--- src/sv/tts_pkg.sv ---
// ----------------------------------------------------------------------------
// tts_pkg: shared types and constants of the schedule table
// Beat layouts for the command and result channels, the slot record kept in
// memory, function and status codes, sequencer states and divider constants.
// ----------------------------------------------------------------------------
package tts_pkg;

    // Function codes of a command beat.
    localparam logic [1:0] FUNC_ADD    = 2'd0;
    localparam logic [1:0] FUNC_TICK   = 2'd1;
    localparam logic [1:0] FUNC_FINISH = 2'd2;

    // Status codes of a result beat.
    localparam logic [1:0] STATUS_OK    = 2'd0;
    localparam logic [1:0] STATUS_FULL  = 2'd1;
    localparam logic [1:0] STATUS_EMPTY = 2'd2;

    // Configuration space.
    localparam int          CFG_ADDR_W  = 3;
    localparam logic        ADDR_HYPER  = 1'b0;
    localparam logic [31:0] HYPER_RESET = 32'd100000;

    // Gap scaling: gap / 91 by reciprocal multiply and one correction step.
    localparam int          TICKS_W      = 26;
    localparam logic [31:0] TICK_DIVISOR = 32'd91;
    localparam logic [31:0] DIV_MAGIC    = 32'd3020636340;
    localparam int          DIV_SHIFT    = 38;

    typedef struct packed {
        logic [1:0]  func;
        logic [31:0] release_time;
        logic [7:0]  busy_task;
        logic [7:0]  idle_task;
    } cmd_t;

    typedef struct packed {
        logic [1:0]         status;
        logic               task_valid;
        logic [7:0]         run_task;
        logic [TICKS_W-1:0] gap_ticks;
        logic [31:0]        compare_value;
    } res_t;

    typedef struct packed {
        logic [31:0] rel_time;
        logic [7:0]  busy_id;
        logic [7:0]  idle_id;
    } slot_t;

    typedef enum logic [3:0] {
        ST_IDLE,
        ST_ADD_CMP,
        ST_ADD_PUT,
        ST_TK_RD1,
        ST_TK_RD2,
        ST_TK_START,
        ST_TK_WAIT,
        ST_FN_RD,
        ST_OUT
    } state_t;

endpackage

--- src/sv/time_triggered_schedule_table.sv ---
// ----------------------------------------------------------------------------
// time_triggered_schedule_table: cyclic time-triggered dispatch table
// Keeps up to SLOTS slots sorted by release time in one RAM and serves add,
// tick and finish commands, one command at a time.
//
//   Channel  Signals                         Beat
//   command  cmd_valid, cmd_ready, cmd       cmd_t: func, release_time, tasks
//   result   res_valid, res_ready, res       res_t: status, task, gap, compare
//   config   psel, penable, pwrite, paddr    hyper_period_us at address 0
//
// A tick makes two RAM reads, of the current slot and the next, a gap add,
// and the three-stage divide by 91.
// An add into a non-empty table walks the table from the tail, one entry per
// cycle through the RAM port, moving later slots up until the new one fits.
// An add into an empty table writes slot 0 directly. A finish reads the
// current slot for its idle task; a rejected or unused command goes straight to the result.
// Reset clears count, cursor and done marks, sets the compare register to 1,
// and does not clear slot contents. A stalled result holds in the output
// register while the next command is accepted and worked on; that command
// then waits in its last cycle until the output register is free.
// ----------------------------------------------------------------------------
module time_triggered_schedule_table #(
    parameter int SLOTS = 16
) (
    input  logic                           clk,
    input  logic                           rst_n,
    input  logic                           cmd_valid,
    output logic                           cmd_ready,
    input  tts_pkg::cmd_t                  cmd,
    output logic                           res_valid,
    input  logic                           res_ready,
    output tts_pkg::res_t                  res,
    input  logic                           psel,
    input  logic                           penable,
    input  logic                           pwrite,
    input  logic [tts_pkg::CFG_ADDR_W-1:0] paddr,
    input  logic [31:0]                    pwdata,
    output logic [31:0]                    prdata,
    output logic                           pready
);

    localparam int IW = $clog2(SLOTS);
    localparam int CW = $clog2(SLOTS + 1);
    localparam int SW = $bits(tts_pkg::slot_t);

    tts_pkg::state_t state_reg, state_next;
    logic [CW-1:0]   count_reg, count_next;
    logic [IW-1:0]   cursor_reg, cursor_next;
    logic            first_reg, first_next;
    logic [31:0]     compare_reg, compare_next;
    logic [31:0]     hyper_reg;
    logic [SLOTS-1:0] done_reg, done_next;
    tts_pkg::cmd_t   cmd_reg, cmd_next;
    tts_pkg::res_t   result_reg, result_next;
    logic [IW-1:0]   idx_reg, idx_next;
    logic [IW-1:0]   nxt_reg, nxt_next;
    logic            wrap_reg, wrap_next;
    logic [31:0]     rel_cur_reg, rel_cur_next;
    logic [31:0]     gap_reg, gap_next;
    logic            res_valid_reg, res_valid_next;
    tts_pkg::res_t   res_out_reg, res_out_next;

    // RAM and divider connections.
    logic            ram_we;
    logic [IW-1:0]   ram_waddr;
    tts_pkg::slot_t  ram_wdata;
    logic [IW-1:0]   ram_raddr;
    logic [SW-1:0]   ram_rdata;
    tts_pkg::slot_t  rd_slot;
    tts_pkg::slot_t  new_slot;
    logic            div_start;
    logic            div_done;
    logic [tts_pkg::TICKS_W-1:0] div_ticks;

    // Insertion bookkeeping.
    logic            ins_en;
    logic [IW-1:0]   ins_pos;

    // Cursor selection for tick and finish.
    logic [IW-1:0]   base_pos;
    logic [IW-1:0]   adv_pos;
    logic [IW-1:0]   cur_pos;
    logic [IW-1:0]   nxt_pos;
    logic            cur_wrap;
    logic            cfg_write;

    assign rd_slot  = tts_pkg::slot_t'(ram_rdata);
    assign new_slot = '{rel_time: cmd_reg.release_time,
                        busy_id:  cmd_reg.busy_task,
                        idle_id:  cmd_reg.idle_task};

    tts_ram #(
        .WIDTH(SW),
        .DEPTH(SLOTS)
    ) u_slots (
        .clk  (clk),
        .we   (ram_we),
        .waddr(ram_waddr),
        .wdata(ram_wdata),
        .raddr(ram_raddr),
        .rdata(ram_rdata)
    );

    tts_div91 u_div (
        .clk  (clk),
        .rst_n(rst_n),
        .start(div_start),
        .gap  (gap_reg),
        .done (div_done),
        .ticks(div_ticks)
    );

    // Configuration port.
    assign pready    = 1'b1;
    assign cfg_write = psel && penable && pwrite && (paddr[2] == tts_pkg::ADDR_HYPER);
    assign prdata    = (paddr[2] == tts_pkg::ADDR_HYPER) ? hyper_reg : 32'd0;

    always_ff @(posedge clk or negedge rst_n)
    begin
        if (!rst_n)
        begin
            hyper_reg <= tts_pkg::HYPER_RESET;
        end
        else if (cfg_write)
        begin
            hyper_reg <= pwdata;
        end
    end

    // Current slot, the one a tick moves to, and the slot after it.
    always_comb
    begin
        base_pos = (CW'(cursor_reg) >= count_reg) ? '0 : cursor_reg;
        adv_pos  = (CW'(base_pos) + CW'(1) < count_reg) ? base_pos + IW'(1) : '0;
        cur_pos  = (cmd.func == tts_pkg::FUNC_TICK && !first_reg) ? adv_pos : base_pos;
        nxt_pos  = (CW'(cur_pos) + CW'(1) < count_reg) ? cur_pos + IW'(1) : '0;
        cur_wrap = (CW'(cur_pos) + CW'(1) == count_reg);
    end

    // Sequencer: next state, RAM accesses and state updates.
    always_comb
    begin
        state_next     = state_reg;
        count_next     = count_reg;
        cursor_next    = cursor_reg;
        first_next     = first_reg;
        compare_next   = compare_reg;
        done_next      = done_reg;
        cmd_next       = cmd_reg;
        result_next    = result_reg;
        idx_next       = idx_reg;
        nxt_next       = nxt_reg;
        wrap_next      = wrap_reg;
        rel_cur_next   = rel_cur_reg;
        gap_next       = gap_reg;
        res_valid_next = res_valid_reg;
        res_out_next   = res_out_reg;
        ram_we         = 1'b0;
        ram_waddr      = '0;
        ram_wdata      = new_slot;
        ram_raddr      = '0;
        div_start      = 1'b0;
        ins_en         = 1'b0;
        ins_pos        = '0;

        // The output register empties when its beat is taken.
        if (res_valid_reg && res_ready)
        begin
            res_valid_next = 1'b0;
        end

        case (state_reg)
            tts_pkg::ST_IDLE:
            begin
                if (cmd_valid)
                begin
                    cmd_next    = cmd;
                    result_next = '0;
                    case (cmd.func)
                        tts_pkg::FUNC_ADD:
                        begin
                            if (count_reg >= CW'(SLOTS))
                            begin
                                result_next.status = tts_pkg::STATUS_FULL;
                                state_next         = tts_pkg::ST_OUT;
                            end
                            else if (count_reg == '0)
                            begin
                                ram_we     = 1'b1;
                                ram_waddr  = '0;
                                ram_wdata  = '{rel_time: cmd.release_time,
                                               busy_id:  cmd.busy_task,
                                               idle_id:  cmd.idle_task};
                                count_next = CW'(1);
                                done_next[0] = 1'b0;
                                state_next = tts_pkg::ST_OUT;
                            end
                            else
                            begin
                                idx_next   = IW'(count_reg - CW'(1));
                                ram_raddr  = IW'(count_reg - CW'(1));
                                state_next = tts_pkg::ST_ADD_CMP;
                            end
                        end
                        tts_pkg::FUNC_TICK, tts_pkg::FUNC_FINISH:
                        begin
                            if (count_reg == '0)
                            begin
                                result_next.status = tts_pkg::STATUS_EMPTY;
                                state_next         = tts_pkg::ST_OUT;
                            end
                            else
                            begin
                                cursor_next = cur_pos;
                                ram_raddr   = cur_pos;
                                nxt_next    = nxt_pos;
                                wrap_next   = cur_wrap;
                                result_next.task_valid = 1'b1;
                                if (cmd.func == tts_pkg::FUNC_TICK)
                                begin
                                    first_next         = 1'b0;
                                    done_next[cur_pos] = 1'b0;
                                    state_next         = tts_pkg::ST_TK_RD1;
                                end
                                else
                                begin
                                    done_next[cur_pos] = 1'b1;
                                    state_next         = tts_pkg::ST_FN_RD;
                                end
                            end
                        end
                        default:
                        begin
                            state_next = tts_pkg::ST_OUT;
                        end
                    endcase
                end
            end

            // Walk down from the tail, moving larger slots up by one.
            tts_pkg::ST_ADD_CMP:
            begin
                ram_we    = 1'b1;
                ram_waddr = idx_reg + IW'(1);
                if (cmd_reg.release_time < rd_slot.rel_time)
                begin
                    ram_wdata = rd_slot;
                    if (idx_reg == '0)
                    begin
                        state_next = tts_pkg::ST_ADD_PUT;
                    end
                    else
                    begin
                        ram_raddr = idx_reg - IW'(1);
                        idx_next  = idx_reg - IW'(1);
                    end
                end
                else
                begin
                    ram_wdata  = new_slot;
                    ins_en     = 1'b1;
                    ins_pos    = idx_reg + IW'(1);
                    state_next = tts_pkg::ST_OUT;
                end
            end

            tts_pkg::ST_ADD_PUT:
            begin
                ram_we     = 1'b1;
                ram_waddr  = '0;
                ram_wdata  = new_slot;
                ins_en     = 1'b1;
                ins_pos    = '0;
                state_next = tts_pkg::ST_OUT;
            end

            tts_pkg::ST_TK_RD1:
            begin
                rel_cur_next         = rd_slot.rel_time;
                result_next.run_task = rd_slot.busy_id;
                ram_raddr            = nxt_reg;
                state_next           = tts_pkg::ST_TK_RD2;
            end

            tts_pkg::ST_TK_RD2:
            begin
                gap_next   = rd_slot.rel_time - rel_cur_reg + (wrap_reg ? hyper_reg : 32'd0);
                state_next = tts_pkg::ST_TK_START;
            end

            tts_pkg::ST_TK_START:
            begin
                div_start  = 1'b1;
                state_next = tts_pkg::ST_TK_WAIT;
            end

            tts_pkg::ST_TK_WAIT:
            begin
                if (div_done)
                begin
                    result_next.gap_ticks = div_ticks;
                    compare_next          = compare_reg + 32'(div_ticks);
                    state_next            = tts_pkg::ST_OUT;
                end
            end

            tts_pkg::ST_FN_RD:
            begin
                result_next.run_task = rd_slot.idle_id;
                state_next           = tts_pkg::ST_OUT;
            end

            tts_pkg::ST_OUT:
            begin
                if (!res_valid_reg || res_ready)
                begin
                    res_out_next               = result_reg;
                    res_out_next.compare_value = compare_reg;
                    res_valid_next             = 1'b1;
                    state_next                 = tts_pkg::ST_IDLE;
                end
            end

            default:
            begin
                state_next = tts_pkg::ST_IDLE;
            end
        endcase

        // Insertion: shift done marks up, clear the new one, keep the cursor on its slot.
        if (ins_en)
        begin
            for (int i = SLOTS - 1; i > 0; i--)
            begin
                if (i > int'(ins_pos))
                begin
                    done_next[i] = done_reg[i-1];
                end
            end
            done_next[ins_pos] = 1'b0;
            count_next = count_reg + CW'(1);
            if (!first_reg && ins_pos <= cursor_reg)
            begin
                cursor_next = cursor_reg + IW'(1);
            end
        end
    end

    // Control state.
    always_ff @(posedge clk or negedge rst_n)
    begin
        if (!rst_n)
        begin
            state_reg     <= tts_pkg::ST_IDLE;
            count_reg     <= '0;
            cursor_reg    <= '0;
            first_reg     <= 1'b1;
            compare_reg   <= 32'd1;
            done_reg      <= '0;
            res_valid_reg <= 1'b0;
        end
        else
        begin
            state_reg     <= state_next;
            count_reg     <= count_next;
            cursor_reg    <= cursor_next;
            first_reg     <= first_next;
            compare_reg   <= compare_next;
            done_reg      <= done_next;
            res_valid_reg <= res_valid_next;
        end
    end

    // Payload registers.
    always_ff @(posedge clk)
    begin
        cmd_reg     <= cmd_next;
        result_reg  <= result_next;
        idx_reg     <= idx_next;
        nxt_reg     <= nxt_next;
        wrap_reg    <= wrap_next;
        rel_cur_reg <= rel_cur_next;
        gap_reg     <= gap_next;
        res_out_reg <= res_out_next;
    end

    assign cmd_ready = (state_reg == tts_pkg::ST_IDLE);
    assign res_valid = res_valid_reg;
    assign res       = res_out_reg;

endmodule

--- src/sv/tts_ram.sv ---
// ----------------------------------------------------------------------------
// tts_ram: generic simple dual-port RAM
// One write port and one read port, read data registered in the cycle after the
// address is presented.
// ----------------------------------------------------------------------------
module tts_ram #(
    parameter int WIDTH = 48,
    parameter int DEPTH = 16
) (
    input  logic                     clk,
    input  logic                     we,
    input  logic [$clog2(DEPTH)-1:0] waddr,
    input  logic [WIDTH-1:0]         wdata,
    input  logic [$clog2(DEPTH)-1:0] raddr,
    output logic [WIDTH-1:0]         rdata
);

    logic [WIDTH-1:0] mem [DEPTH];
    logic [WIDTH-1:0] rdata_reg;

    // Write port and registered read port.
    always_ff @(posedge clk)
    begin
        if (we)
        begin
            mem[waddr] <= wdata;
        end
        rdata_reg <= mem[raddr];
    end

    assign rdata = rdata_reg;

endmodule

--- src/sv/tts_div91.sv ---
// ----------------------------------------------------------------------------
// tts_div91: three-stage divider of a 32-bit gap by 91
// Multiplies by a 32-bit reciprocal, fixes the quotient with one compare and
// increment, and clamps the result to at least one tick.
// ----------------------------------------------------------------------------
module tts_div91 (
    input  logic                        clk,
    input  logic                        rst_n,
    input  logic                        start,
    input  logic [31:0]                 gap,
    output logic                        done,
    output logic [tts_pkg::TICKS_W-1:0] ticks
);

    logic [31:0]                 gap1_reg;
    logic [63:0]                 prod1_reg;
    logic [tts_pkg::TICKS_W-1:0] q2_reg;
    logic [7:0]                  r2_reg;
    logic [tts_pkg::TICKS_W-1:0] ticks3_reg;
    logic [2:0]                  v_reg;

    logic [tts_pkg::TICKS_W-1:0] q0;
    logic [31:0]                 q0_times_d;
    logic [tts_pkg::TICKS_W-1:0] q_fix;

    // The estimate is the true quotient or one below it.
    assign q0         = prod1_reg[tts_pkg::DIV_SHIFT +: tts_pkg::TICKS_W];
    assign q0_times_d = 32'(q0) * tts_pkg::TICK_DIVISOR;
    assign q_fix      = (32'(r2_reg) >= tts_pkg::TICK_DIVISOR) ?
                        q2_reg + tts_pkg::TICKS_W'(1) : q2_reg;

    // Stage valid bits.
    always_ff @(posedge clk or negedge rst_n)
    begin
        if (!rst_n)
        begin
            v_reg <= '0;
        end
        else
        begin
            v_reg <= {v_reg[1:0], start};
        end
    end

    // Data stages: product, remainder, corrected and clamped quotient.
    always_ff @(posedge clk)
    begin
        if (start)
        begin
            gap1_reg  <= gap;
            prod1_reg <= 64'(gap) * 64'(tts_pkg::DIV_MAGIC);
        end
        q2_reg     <= q0;
        r2_reg     <= 8'(gap1_reg - q0_times_d);
        ticks3_reg <= (q_fix == '0) ? tts_pkg::TICKS_W'(1) : q_fix;
    end

    assign done  = v_reg[2];
    assign ticks = ticks3_reg;

endmodule

--- config.mk ---
export PLATFORM = sky130hd
export DESIGN_NAME = time_triggered_schedule_table
export DESIGN_NICKNAME = d
export VERILOG_FILES = /design/src/sv/tts_pkg.sv /design/src/sv/time_triggered_schedule_table.sv /design/src/sv/tts_ram.sv /design/src/sv/tts_div91.sv
export SDC_FILE = /design/constraint.sdc
export NUM_CORES = 2
export LEC_CHECK = 0
export BUFFER_PORTS_ARGS = -buffer_cell sky130_fd_sc_hd__buf_2
export CAP_MARGIN = 20
export CORE_MARGIN = 2
export CORE_UTILIZATION = 45
export CTS_CLUSTER_SIZE = 20
export DETAILED_ROUTE_END_ITERATION = 6
export SYNTH_ARGS = -nofsm -noshare
export SYNTH_HDL_FRONTEND = slang
export SYNTH_SLANG_ARGS = --single-unit
--- constraint.sdc ---
create_clock -name clk -period 19.7 [get_ports clk]
set_clock_uncertainty 0.1 [all_clocks]
set_input_delay 5.91 -clock clk [delete_from_list [all_inputs] [get_ports clk]]
set_output_delay 5.91 -clock clk [all_outputs]
set_load 0.02 [all_outputs]
======== Word level (Yosys, flattened, before mapping) ========
Memories as Yosys holds them, arrays and structs flattened. A register that Yosys moved wholly into a read port is not among the register bits.
Index checks and enable logic that the tools add are counted.
storage, ports and cells
  flip-flop bits (word level) ............. 439
  memory bits (writable) .................. 768
  memories ................................ 1
  input bits .............................. 92
  word-level logic and storage cells ...... 185
operators by class
  reduce and logical (&&, ||, !) cells .... 34
  bitwise operators ....................... 2
  equal/unequal tests ..................... 21
  magnitude comparators ................... 7
  multiply operators ...................... 2
  $add $sub $neg .......................... 14
  multiplexer cells ....................... 74
memory list
  name         depth  width  rd ports  clocked after Yosys merged registers in  wr ports  line           text
  u_slots.mem  16     48     1         1                                        1         tts_ram.sv:18  logic [WIDTH-1:0] mem [DEPTH];
operators by type and width
  kind                                                 number
  2-to-1 mux 48 bit                                    5
  2-to-1 mux 4 bit                                     32
  one-hot mux 48 bit (2 select lines)                  1
  2-to-1 mux 66 bit                                    1
  2-to-1 mux 32 bit                                    2
  multiplier 32 x 30 -> 62 bit, second input constant  1
  2-to-1 mux 26 bit                                    2
  one-hot mux 26 bit (2 select lines)                  1
  adder 32 x 26 -> 32 bit                              1
  adder 32 bit                                         1
  less-than comparator 32 bit                          1
  one-hot mux 4 bit (8 select lines)                   1
  subtractor 32 bit                                    1
  2-to-1 mux 5 bit                                     6
  adder 26 x 1 -> 26 bit, second input constant        1
  logical NOT 26 bit                                   1
  multiplier 26 x 7 -> 8 bit, second input constant    1
  one-hot mux 4 bit (2 select lines)                   3
  one-hot mux 8 bit (3 select lines)                   1
  adder 4 x 1 -> 4 bit, second input constant          4
  equality test 4 x 3 -> 1 bit, second input constant  4
  != test 2 bit, second input constant                 7
  2-to-1 mux 1 bit                                     13
  one-hot mux 4 bit (3 select lines)                   1
  other kinds (36)                                     62

======== Longest topological paths before layout ========
  depth after elaboration ................. 12
  mapped depth ............................ 27
  mapped depth without buffers ............ 27

======== By module ========
From an unflattened synthesis, not the netlist that was laid out.
second synthesis, totals
  cells, all modules ...................... 4409
  area, all modules ....................... 63973.9 µm²
by module, submodules not included
  module                         area an instance (µm²)  seq. area each (µm²)  cells an instance  instances
  tts_ram                        29691.0                 24023.0               1242               1
  tts_div91                      17150.2                 2297.2                1664               1
  time_triggered_schedule_table  17132.7                 8803.4                1503               1

======== Worst setup path after synthesis ========
OpenSTA, ideal clock, no wires.
  path type ............................... input-to-output
  start ................................... input port paddr[2] (netlist bit)
  end ..................................... output port prdata[10]
  buffers on the path ..................... 1
  stages .................................. 2
  setup slack ............................. 7.267 ns
  data arrival time ....................... 6.423 ns
  cell sequence ........................... clkbuf_1 nor2b_1
between the ends
  word-level cells in the longest chain between the ends .. 1
ends and longest elaborated chain
  what               line                                  text
  from (decl)        time_triggered_schedule_table.sv:36   input logic [tts_pkg::CFG_ADDR_W-1:0] paddr,
  2-to-1 mux 32 bit  time_triggered_schedule_table.sv:116  assign prdata = (paddr[2] == tts_pkg::ADDR_HYPER) ? hyper_reg : 32'd0;
  to (decl)          time_triggered_schedule_table.sv:38   output logic [31:0] prdata,
Every way passes these cells.

======== Worst setup path in the final report ========
  start ................................... input port paddr[2] (netlist bit)
  end ..................................... output port prdata[17]
The elaborated chain is that of the path after synthesis.

==> out/metrics.cfg <==
[routing]
antenna_left = 0
wl_mm = 169
post_drt_wl_per_cell_microns = 23.8
detailedRoute.firstPassIterationCount = 7
num_vias = 39606
drtIter0Drc = 3614
avgViaCountPerCell = 5.55
drc = 7

[sta]
maxSlewViolCount = 0
worst_slew_pin_slew_ns = 1.09
slew_headroom_pct = 27.2
fin_crit_sh_pct = 65.8
grt_setup_unrepaired = no
fin_crit_ns = 12.95
fin_tns_setup_ns = 0
final-hold-violation-count = 0
timing.fmax_ghz = 0.0772
setup_viol = 0

[job]
max-cap-violations = 0

[synthesis]
synth-edff-count = 1029
ys.flop_type = edfxtp_1
synthesis.instances = 4922
synth_seq_cells = 1219
netlist_area_sq_um = 63800
avgSynthCellArea_sq_um = 13.0
yosysWarningCount = 0
synth.distinct_cells = 89
syn_nets = 5796
synthTopCellsByArea = edfxtp_1 48%, ha_1 9.6%, fa_1 9.2%
synth_top_area_cell = edfxtp_1
ys_seq_area_share_pct = 55.0
synth_top_area_share_pct = 48.4
postSynth.asyncResetShare_pct = 6.73

[floorplanning]
die_w_microns = 381
fp.dieH_microns = 381
placementRows = 138
initial_core_util_pct = 45.2
core_area_sq_um = 141000
pin_count = 196
fp.dieArea_sq_um = 145000

[global_route]
grt_pass1_vias = 39413
track_usage_pct = 23.2
grt_max_degree = 71
gr-total-overflow = 0
antenna_found_initial = 12
grt_pass1_wl_mm = 251

[cts]
htree_num_levels = 4
post_cts_resized = 0
insertion_delay_ns = 0.76
cts_made_buffers = 134
cts_root_buffer = clkbuf_16
clk_pin_slew_ns = 0.06
cts_tree = done
cts_setup_buffers = 0
cts.sinks = 1219
ctsHoldBuffers = 0
cts_max_path_buffers = 3

[hold_path]
hp-class = reg2reg
hold_path_depth = 0

[finish]
area_growth_pct = 12.0
final_common_cell = edfxtp_1
multi_input_area_sq_um = 25900
register_area_sq_um = 35100
nets = 6001
largest_reg_flops = 768
mostFrequentLayoutCells = 1,029 x edfxtp_1, 573 x inv_1, 490 x ha_1
final_layout_size_suffix_gt1_share_pct = 10.7
fillers = 12252
final_cells = 7131
fin_util_pct = 50.6
largest-register = u_slots.mem

[critical_path]
endpoint_kind = output pin
worstSetupPathType = in2out
start_kind = input pin
critical_path_arrival_ns = 6.94
cp_max_fo = 33
rr_worst_depth = 24
cp.required_ns = 13.69

[place]
gp_routability_congestion = 0.935
place_inst = 6879
place_hpwl_mm = 110
io_buffers = 192

[outcome]
status = finished with violations
violations = DRC

cell usage after synthesis, drive strengths merged (26+ instances only):
| library cell | count |
|---|---|
| mux2i | 211 |
| a21oi | 275 |
| and2 | 45 |
| nand2 | 333 |
| nand2b | 26 |
| dfrtp | 74 |
| nor2 | 95 |
| buf | 53 |
| a222oi | 49 |
| o21ai | 175 |
| edfxtp | 1029 |
| a21o | 54 |
| dfxtp | 108 |
| fa | 292 |
| ha | 490 |
| o22ai | 66 |
| nor3 | 119 |
| xor2 | 59 |
| xnor2 | 90 |
| nor2b | 58 |
| clkbuf | 128 |
| or4 | 73 |
| inv | 576 |
| mux2 | 38 |
| nand3 | 136 |
worst paths after layout:
path                                       end                 from  slack (ns)
max in group asynchronous        hyper_reg[21]                rst_n       13.22
min                           u_div.q2_reg[22]  u_div.prod1_reg[60]        0.24
min reg2reg                   u_div.q2_reg[22]  u_div.prod1_reg[60]        0.24
min in group asynchronous      compare_reg[14]                rst_n        5.01
max                                 prdata[17]             paddr[2]        6.75
max reg2reg                u_div.prod1_reg[62]           gap_reg[3]       10.62
through the flow:
step / instance area (sq um) / setup slack, ns / hold slack, ns
4_1_cts: 71400 / 6.71 / 0.230
2_1_floorplan: 63800 / 7.27 / 0.223
6_report: 71400 / 6.75 / 0.238
3_5_place_dp: 67000 / 6.71 / 0.227
5_1_grt: 71400 / 6.64 / 0.233
3_3_place_gp: 67000 / 6.74 / 0.228
per-layer routing:
| layer | GRT usage (%) | share of wire, % | up-vias |
|---|---|---|---|
| li1 | - | - | 18113 |
| met4 | 6.91 | 2.7 | 10 |
| met5 | 0 | 0.037 | - |
| met1 | 31.8 | 43 | 19866 |
| met2 | 37.5 | 47 | 1355 |
| met3 | 4.72 | 7.3 | 262 |
area by class of cell:
| class | count | share of cell area, % |
|---|---|---|
| Multi-Input combinational cell | 2946 | 36.3 |
| Sequential cell | 1219 | 49.2 |
| Timing Repair Buffer | 250 | 1.97 |
| Clock buffer | 181 | 5.18 |
| Antenna cell | 5 | 0.0175 |
| Inverter | 576 | 3.03 |
| Tap cell | 1890 | 3.31 |
| Clock inverter | 64 | 0.995 |
worst max-delay path, stage by stage:
cell	delay (ns)
buf_2	0.68
nor2b_1	0.11
buf_2	0.20
kinds of logic after synthesis:
logic type               Yosys count  share of synthesized area, %
flip-flops                      1219                          55.0
AND/OR/NAND/NOR                  996                          7.93
adder cells (fa/ha/maj)          782                          18.8
AO/OA/AOI/OAI                    769                          7.57
buffers and inverters            757                          4.65
multiplexers                     249                          3.99
XOR/XNOR                         149                          2.05
other                              1                       0.00588
Power is not shown: default switching activity piles up to over one toggle a cycle in this logic, so the estimate is an artifact.
